**config.mk**
```make
export PLATFORM = sky130hd
export DESIGN_NAME = kfsc_ctrl
export DESIGN_NICKNAME = d
export VERILOG_FILES = /design/src/sv/kfsc_pkg.sv /design/src/sv/kfsc_ctrl.sv
export SDC_FILE = /design/constraint.sdc
export NUM_CORES = 1
export LEC_CHECK = 0
export ABC_AREA = 1
export BUFFER_PORTS_ARGS = -buffer_cell sky130_fd_sc_hd__buf_4
export CELL_PAD_IN_SITES_DETAIL_PLACEMENT = 0
export CELL_PAD_IN_SITES_GLOBAL_PLACEMENT = 1
export CORE_MARGIN = 1
export CORE_UTILIZATION = 30
export DETAILED_ROUTE_END_ITERATION = 6
export PLACE_DENSITY = 0.9
export SLEW_MARGIN = 20
export SYNTH_ARGS = -nofsm -noshare
export SYNTH_HDL_FRONTEND = slang
export SYNTH_SLANG_ARGS = --single-unit
```
**constraint.sdc**
```tcl
create_clock -name clk -period 2.3 [get_ports clk]
set_input_delay 0.115 -clock clk [delete_from_list [all_inputs] [get_ports clk]]
set_output_delay 0.115 -clock clk [all_outputs]
set_load 0.02 [all_outputs]
```
**src/sv/kfsc_pkg.sv**
```systemverilog
// Package for the keyframe speed curve table: sizes, codes, channel words, command types.
// No dependencies.
package kfsc_pkg;

    localparam int MaxPoints = 16;
    localparam int IdxW      = $clog2(MaxPoints);
    localparam int CntW      = $clog2(MaxPoints + 1);

    localparam logic [15:0] SpeedMin = 16'd410;
    localparam logic [15:0] SpeedMax = 16'd40960;
    localparam logic [15:0] SpeedOne = 16'd4096;

    typedef enum logic [1:0] {
        KIND_ADD    = 2'd0,
        KIND_REMOVE = 2'd1,
        KIND_CLEAR  = 2'd2,
        KIND_QUERY  = 2'd3
    } kind_t;

    typedef enum logic [1:0] {
        EASE_LINEAR = 2'd0,
        EASE_IN     = 2'd1,
        EASE_OUT    = 2'd2,
        EASE_INOUT  = 2'd3
    } ease_t;

    typedef enum logic [1:0] {
        ST_OK    = 2'd0,
        ST_FULL  = 2'd1,
        ST_RANGE = 2'd2
    } status_t;

    // input word
    typedef struct packed {
        kind_t       kind;
        logic [31:0] time_ms;
        logic [15:0] speed_in;
        ease_t       easing_mode;
        logic [3:0]  point_index;
    } in_word_t;

    // result word
    typedef struct packed {
        logic [15:0] speed_out;
        status_t     status;
        logic [4:0]  point_count;
    } out_word_t;

    typedef enum logic [3:0] {
        S_IDLE,
        S_SCAN,
        S_SHIFT_UP,
        S_SHIFT_DOWN,
        S_QLOAD,
        S_DIV,
        S_EASE,
        S_BLEND,
        S_DONE
    } state_t;

    // controller -> datapath
    typedef struct packed {
        logic load;        // capture input word
        logic scan_inc;
        logic shift_up;    // entry[i] <= entry[i-1], i--
        logic shift_down;  // entry[i] <= entry[i+1], i++
        logic write_new;   // write new point at scan index
        logic write_repl;  // replace speed/easing at scan index
        logic cnt_inc;
        logic cnt_dec;
        logic cnt_clr;
        logic set_remove;  // scan index <= point_index
        logic set_top;     // scan index <= count
        logic qload;       // load divider operands
        logic div_step;
        logic ease_step;
        logic blend_step;
        logic set_speed_end;
        logic out_load;
        status_t status;
    } kfsc_cmd_t;

    // datapath -> controller
    typedef struct packed {
        logic scan_end;    // scan index reached count
        logic match;       // time at scan index equals input time
        logic greater;     // time at scan index at or above input time
        logic shift_done;
        logic full;
        logic empty;
        logic idx_bad;
        logic q_end;       // query resolved to an end point
        logic div_done;
    } kfsc_sts_t;

endpackage

```
**src/sv/kfsc_ctrl.sv**
```systemverilog
// Controller state machine for the keyframe table.
// Depends on kfsc_pkg.
module kfsc_ctrl
    import kfsc_pkg::*;
(
    input  logic       clk,
    input  logic       rst_n,
    input  logic       in_valid,
    output logic       in_ready,
    input  kind_t      in_kind,
    output logic       out_valid,
    input  logic       out_ready,
    output kfsc_cmd_t  cmd,
    input  kfsc_sts_t  sts
);

    state_t  state_reg, state_next;
    kind_t   kind_reg, kind_next;
    status_t status_reg, status_next;
    logic    ovalid_reg, ovalid_next;

    always_ff @(posedge clk or negedge rst_n)
    begin
        if (!rst_n)
        begin
            state_reg  <= S_IDLE;
            kind_reg   <= KIND_ADD;
            status_reg <= ST_OK;
            ovalid_reg <= 1'b0;
        end
        else
        begin
            state_reg  <= state_next;
            kind_reg   <= kind_next;
            status_reg <= status_next;
            ovalid_reg <= ovalid_next;
        end
    end

    assign out_valid = ovalid_reg;
    // a waiting result word only holds the next item at S_DONE
    assign in_ready  = (state_reg == S_IDLE);

    always_comb
    begin
        state_next  = state_reg;
        kind_next   = kind_reg;
        status_next = status_reg;
        ovalid_next = ovalid_reg && !out_ready;
        cmd         = '0;
        cmd.status  = ST_OK;
        unique case (state_reg)
            S_IDLE:
            begin
                if (in_valid && in_ready)
                begin
                    cmd.load    = 1'b1;
                    kind_next   = in_kind;
                    status_next = ST_OK;
                    unique case (in_kind)
                        KIND_CLEAR:  state_next = S_DONE;
                        KIND_REMOVE: state_next = S_SHIFT_DOWN;
                        default:     state_next = S_SCAN;
                    endcase
                    if (in_kind == KIND_REMOVE)
                        cmd.set_remove = 1'b1;
                end
            end
            S_SCAN:
            begin
                // add: look for same time; query: find first time at or above q
                if (kind_reg == KIND_ADD)
                begin
                    if (sts.scan_end)
                    begin
                        if (sts.full)
                        begin
                            status_next = ST_FULL;
                            state_next  = S_DONE;
                        end
                        else
                        begin
                            cmd.set_top = 1'b1;
                            state_next  = S_SHIFT_UP;
                        end
                    end
                    else if (sts.match)
                    begin
                        cmd.write_repl = 1'b1;
                        state_next     = S_DONE;
                    end
                    else
                        cmd.scan_inc = 1'b1;
                end
                else
                begin
                    if (sts.q_end)
                    begin
                        cmd.set_speed_end = 1'b1;
                        state_next        = S_DONE;
                    end
                    else if (sts.greater)
                    begin
                        cmd.qload  = 1'b1;
                        state_next = S_QLOAD;
                    end
                    else
                        cmd.scan_inc = 1'b1;
                end
            end
            S_SHIFT_UP:
            begin
                if (sts.shift_done)
                begin
                    cmd.write_new = 1'b1;
                    cmd.cnt_inc   = 1'b1;
                    state_next    = S_DONE;
                end
                else
                    cmd.shift_up = 1'b1;
            end
            S_SHIFT_DOWN:
            begin
                if (sts.idx_bad)
                begin
                    status_next = ST_RANGE;
                    state_next  = S_DONE;
                end
                else if (sts.shift_done)
                begin
                    cmd.cnt_dec = 1'b1;
                    state_next  = S_DONE;
                end
                else
                    cmd.shift_down = 1'b1;
            end
            S_QLOAD:
            begin
                state_next = S_DIV;
            end
            S_DIV:
            begin
                cmd.div_step = 1'b1;
                if (sts.div_done)
                    state_next = S_EASE;
            end
            S_EASE:
            begin
                cmd.ease_step = 1'b1;
                state_next    = S_BLEND;
            end
            S_BLEND:
            begin
                cmd.blend_step = 1'b1;
                state_next     = S_DONE;
            end
            S_DONE:
            begin
                if (!ovalid_reg || out_ready)
                begin
                    cmd.out_load = 1'b1;
                    cmd.status   = status_reg;
                    if (kind_reg == KIND_CLEAR)
                        cmd.cnt_clr = 1'b1;
                    ovalid_next = 1'b1;
                    state_next  = S_IDLE;
                end
            end
            default:
            begin
                state_next = S_IDLE;
            end
        endcase
    end

endmodule

```
==> out/metrics.yaml, run 1 <==
yosys:
  synth_cell_types: 17
  syn_area_um2: 791
  synthMuxAreaShare_pct: 0
  synth_top_family_by_area: "simple AND/OR/NAND/NOR gates"
  yosysSeqAreaShare_pct: 28.5
  synth.avg_cell_area_um2: 5.81
  synthTopCellsByArea: "dfrtp_1 28%, nand2_1 20%, inv_1 12%"
  synthSimpleGateAreaFrac_pct: 54.4
  synth-compound-area-share_pct: 2.85
  synth_top_area_share_pct: 28.5
  synth_fa_ha_area_share_pct: 0
  yosys_warnings: 0
  synthXorXnorAreaFrac_pct: 0
  synth_top_area_cell: "dfrtp_1"
  synth_cells: 136
  synth_nets: 151
  synth_seq_cells: 9
placed_design:
  hpwl_um: 1750
  dp.cells: 199
  place_ws_ps: 873
  routabilityCongestion: 0.779
  port_buffers: 34
critical_path:
  critPathLaunchType: "flop"
  critPathBufInv: 1
  reg2reg_depth: 7
  crit_chain: "nor2_2, nand2_1, nor4_1, buf_4"
  required_ps: 2180
  timing.rr.end: "state_reg[1]"
  cpPeakStageDelay_ps: 440
  cp.depth: 4
  arrival_ps: 1590
  critPathKind: "reg -> out"
  crit_path_end_kind: "output pin"
  cpLargestDelayFamily: "simple AND/OR/NAND/NOR gates"
  cp_slowest_cell: "dfrtp_1"
  r2r_slack_ps: 980
  cp_max_fo: 7
  r2r_start: "state_reg[3]"
clocking:
  cts_root_buf: "clkbuf_4"
  clk_transition_reported_paths_ps: 70
  cts_htree_levels: 1
  cts_tree: "yes"
  cts.sinks: 9
  cts.path.max_buffers: 2
  cts_made_buffers: 3
  worstSkewPairLatency_ps: 270
  cts_resized: 0
drt:
  vias: 926
  drt-total-wl_um: 2030
  ant_nets: 0
  wl_met1_um: 939
  highest_layer: "met4"
  route.detailed.drc: 0
  routedWlPerCell_um: 9.95
  routed_via_density: 4.54
  drt_iter0_drc: 13
  dr_wl_met3_um: 50
  first_pass_iters: 4
  dr_wl_met2_um: 1000
timing:
  maxSlewViolCount: 0
  post-route-period-util_pct: 74.2
  max_freq_mhz: 586
  period_minus_slack_ps: 1710
  setup_slack_ps: 594
  hold_violations: 0
  slew_headroom_pct: 76.7
  rsz0062_at_grt: "no"
  skew_ps: 10.2
  setup_viol: 0
  worst_slew_pin_slew_ps: 348
  tns_ps: 0
final_layout:
  largest_register_ffs: 4
  final_common_cell: "nand2_1"
  final_cell_mix: "42 x nand2_1, 34 x buf_4, 26 x inv_1"
  nets: 190
  syn2layout_area_growth_pct: 40.8
  final_cells: 204
  fillCellCount: 277
  final_layout_size_suffix_gt1_share_pct: 28.2
  diodes: 0
  utilization_pct: 44.9
grt:
  grt-ovfl-total: 0
  grt_usage_pct: 15.9
  antenna_found_initial: 0
  grt_pass1_wl_um: 3280
  grt_max_degree: 10
  grt_pass1_vias: 842
worst_hold_path:
  hold_class: "in -> reg"
  min_to: "kind_reg[1]"
  min_from: "in_kind[1]"
  whs_path_depth: 3
die:
  dieArea_mm2: 0.00285
  fp.dieH_um: 53.3
  ios: 36
  die_w_um: 53.3
  num_rows: 18
  coreArea_mm2: 0.00248
  initial_core_util_pct: 31.9
run:
  maxCapViolations: 0
outcome:
  outcome: "complete, no violations"
power_and_ir_drop:
  powerDensity_mw_per_mm2: 1140
  power_leakage_uw: 0.000707
  vdd_drop_max_uv: 547
==> repair_timing <==
item / CTS / global route
buffers inserted: 0 / 0
hold buffers: 1 / 0
hold endpoints to repair: 9 / 0
==> power breakdown <==
part / switching (µW) / leakage (µW) / internal [µW] / total (µW)
Clock: 61.1 / 0.0000177 / 64.2 / 125
Combinational: 565 / 0.000572 / 299 / 864
Sequential: 58.7 / 0.000117 / 227 / 286
==> stage by stage <==
step                hold WS, ps  area [µm²]  total power, µW
detailed placement        -57.3        1080             1150
global route                116        1110             1400
CTS                        85.2        1110             1290
floorplan                  -181         791              905
global placement          -59.9        1080             1150
finish                     93.3        1110             1270
==> kinds of logic (layout without fill, tap and decap cells) <==
logic type	Yosys count	in the layout
buffers and inverters	29	67
and+or+nand+nor	94	94
AOI/OAI and AO/OA	4	4
DFF	9	9
==> routing by layer <==
metal | track usage [%] | up-vias
met3 | 0.862 | 4
met2 | 26.9 | 18
li1 | - | 490
met1 | 20.1 | 414
met5 | 0 | -
met4 | 7.89 | 0
==> area by class of cell <==
class / instances / area [µm²] / area share, %
timing repair buffer: 35 / 265 / 23.8
inverter: 28 / 105 / 9.44
tap: 30 / 37.5 / 3.37
clock inverter: 1 / 5.00 / 0.449
multi-input combinational: 98 / 453 / 40.7
clock buffer: 3 / 22.5 / 2.02
sequential: 9 / 225 / 20.2
==> synthesized netlist by cell type <==
cell type	count
nand2_1	42
inv_1	26
nor2_1	22
nand3_1	13
dfrtp_1	9
nor2_2	3
nor2_4	3
nor4_1	3
o21ai_0	3
inv_2	2
nand2_2	2
nand3b_1	2
nor3_1	2
buf_4	1
nand3_2	1
nand4_1	1
o211ai_1	1
==> worst register-to-register path, cell delays in order (launching register included) <==
cell     delay [ps]
dfrtp_1         420
nor2_2          320
nand2_2         150
inv_1           110
nand2_1          70
nand2_1          80
nor3_1           50
nor2_1           80
==> worst max-delay path by stage <==
stage | startpoint | slack, ps | endpoint
3_5_place_dp | state_reg[0] | 870 | cmd[10]
4_1_cts | state_reg[0] | 570 | cmd[10]
2_1_floorplan | state_reg[0] | 750 | cmd[10]
3_3_place_gp | state_reg[3] | 880 | cmd[9]
6_report | state_reg[0] | 590 | cmd[10]
5_1_grt | state_reg[0] | 450 | cmd[10]
(Power assumes the default switching activity.)
==> run 2, diff against run 1 <==
- CORE_UTILIZATION: 30 -> 26
- PLACE_DENSITY: 0.9 -> 0.84
- clock period: 2.3 -> 1.4 ns (I/O delays scaled with it)
==> run 2 against run 1 <==
The run now ends with design-rule violations, negative setup slack left. Critical endpoint is now cmd[9]. Critical path depth grew 2. Clock-buffer cell count is the same. Routed wire length grew 27%. Cell count grew 8.3%. Global-route usage shrank 0.40 points. Clock skew shrank 5.5 ps. Via count grew 9.6%. Sequential share of layout area shrank 3.5 points. Worst setup slack lost 710 ps. Utilization grew 3.4 points. First-iteration DRC count grew 77%. Register-to-register slack lost 930 ps.
==> out/metrics.yaml, run 2 (synthesis gave the netlist of run 1 again) <==
worst_hold_path:
  hold_class: "in -> reg"
  whs_path_depth: 3  # unchanged
clocking:
  clk_transition_reported_paths_ps: 70  # about the same
  cts_tree: "yes"
  cts.sinks: 9  # unchanged
  cts.path.max_buffers: 2  # unchanged
  cts_htree_levels: 1  # unchanged
  worstSkewPairLatency_ps: 270  # about the same
  cts_made_buffers: 3  # unchanged
  cts_root_buf: "clkbuf_4"
power_and_ir_drop:
  net-switching-power_uw: 1450  # +110%
  power_leakage_uw: 0.000810  # +15%
  power_uw: 2810  # +120%
  vdd_drop_max_uv: 861  # +57%
  p_sw_share_pct: 51.4  # -2.3 points
  clock_power_share_pct: 7.5  # -2.3 points
  combPwrFrac_pct: 74.2  # +6.4 points
  p_int_uw: 1370  # +130%
  powerDensity_mw_per_mm2: 2050  # +79%
  p_seq_share_pct: 18.3  # -4.1 points
die:
  coreArea_mm2: 0.00283  # +14%
  dieArea_mm2: 0.00327  # +15%
  num_rows: 19  # +1
  initial_core_util_pct: 28.0  # -4.0 points
  die_w_um: 57.2  # +7.1%
  fp.dieH_um: 57.2  # +7.1%
  ios: 36  # unchanged
timing:
  hold_violations: 0  # unchanged
  max_freq_mhz: 658
  maxSlewViolCount: 0  # unchanged
  post-route-period-util_pct: 109
  rsz0062_at_grt: "yes"
  skew_ps: 4.72  # -5.52 ps
  worst_slew_pin_slew_ps: 296  # -52.6 ps
  setup_slack_ps: -121  # -714 ps
  setup_viol: 17  # +17
  tns_ps: -848  # -848 ps
  slew_headroom_pct: 80.2  # +3.5 points
  period_minus_slack_ps: 1520
critical_path:
  critPathLaunchType: "flop"
  cp.depth: 6  # +2
  cp_max_fo: 5  # -2
  critPathKind: "reg -> out"
  reg2reg_depth: 8  # +1
  crit_chain: "nor2_4, nand2_4, nor2_4, nand2_2, nor2_4, buf_6"
  cpLargestDelayFamily: "simple AND/OR/NAND/NOR gates"
  arrival_ps: 1450  # -140 ps
  required_ps: 1330  # -850 ps
  cp_slowest_cell: "dfrtp_2"
  cpMostUsedCell: "nor2_4"
  cpPeakStageDelay_ps: 460  # +20 ps
  crit_path_end_kind: "output pin"
  critPathBufInv: 1  # unchanged
grt:
  grt_max_degree: 10  # unchanged
  grt_pass1_wl_um: 3950  # +20%
  grt_pass1_vias: 958  # +14%
  antenna_found_initial: 0  # unchanged
  grt-ovfl-total: 0  # unchanged
  grt_usage_pct: 15.5  # -0.40 points
final_layout:
  diodes: 0  # unchanged
  final_cell_mix: "44 x buf_4, 37 x nand2_1, 21 x inv_1"
  largest_register_ffs: 4  # unchanged
  final_common_cell: "buf_4"
  fillCellCount: 290  # +4.7%
  final_cells: 221  # +8.3%
  nets: 206  # +8.4%
  final_layout_size_suffix_gt1_share_pct: 46.3  # +18 points
  syn2layout_area_growth_pct: 73.1
drt:
  routedWlPerCell_um: 11.6  # +17%
  vias: 1015  # +9.6%
  ant_nets: 0  # unchanged
  drt_iter0_drc: 23  # +10
  first_pass_iters: 7  # +3
  routed_via_density: 4.59  # +1.2%
  drt-total-wl_um: 2570  # +27%
  route.detailed.drc: 3  # +3
outcome:
  violations: "design-rule violations, negative setup slack"
  outcome: "finished with violations"
run:
  maxCapViolations: 0  # unchanged
placed_design:
  hpwl_um: 1850  # +6.3%
  routabilityCongestion: 0.820  # +5.2%
  port_buffers: 34  # unchanged
  dp.cells: 203  # +2.0%
## run 2: cell types whose count changed in the layout (fill, tap and decap cells not counted), sizes merged
cell  change
buf      +16
## run 2: final timing paths
kind	from	endpoint	slack, ps
worst max-delay path	state_reg[0]	cmd[9]	-120
worst min-delay path	in_kind[1]	kind_reg[1]	50
worst max register to register	state_reg[0]	state_reg[0]	50
worst min register to register	status_reg[0]	status_reg[0]	490
max in group asynchronous	rst_n	kind_reg[0]	1090
min in group asynchronous	rst_n	state_reg[2]	160
## run 2: layout make-up
| class | instances | area (µm²) | share of cell area (%) |
|---|---|---|---|
| Multi-Input combinational cell | 98 | 561 | 41.0 |
| Timing Repair Buffer | 51 | 408 | 29.8 |
| Sequential cell | 9 | 229 | 16.7 |
| Inverter | 28 | 105 | 7.68 |
| Tap cell | 31 | 38.8 | 2.83 |
| Clock buffer | 3 | 22.5 | 1.65 |
| Clock inverter | 1 | 5.00 | 0.366 |
## run 2: tightest hold or removal path: stages
cell and delay (ps):
buf_4 110, nand2_1 50, o21ai_0 60
## run 2: metrics by stage
| stage | worst slack [ps] | instance area (µm²) | hold slack (ps) | util [%] |
|---|---|---|---|---|
| finish | -121 | 1370 | 54.3 | 48.4 |
| global route | -213 | 1370 | 52.8 | 48.4 |
| global placement | 64.7 | 1110 | -103 | 39.4 |
| detailed placement | 47.4 | 1110 | -97.7 | 39.4 |
| floorplan | 73.3 | 806 | -226 | - |
| CTS | -103 | 1250 | 41.1 | 44.4 |
## run 2: what timing repair did
item	in CTS	in global routing
pin swaps	3	6
hold endpoints to repair	9	0
gates resized for setup	17	19
setup buffers	7	6
hold buffers	1	0
endpoints found under the setup margin	17	22
## run 2: power by group through the flow
stage	clock (µW)	combinational, µW	sequential (µW)
final	210	2090	516
after detailed placement	0	1520	475
after global placement	0	1500	469
after floorplan	0	1030	472
after CTS	212	1750	485
after global routing	233	2260	537
## run 2: layer usage
layer | wire [µm] | track usage [%]
met2 | 1400 | 29.7
met3 | 124 | 4.31
met1 | 1030 | 17.0
met4 | 14 | 2.79
met5 | 0 | 0
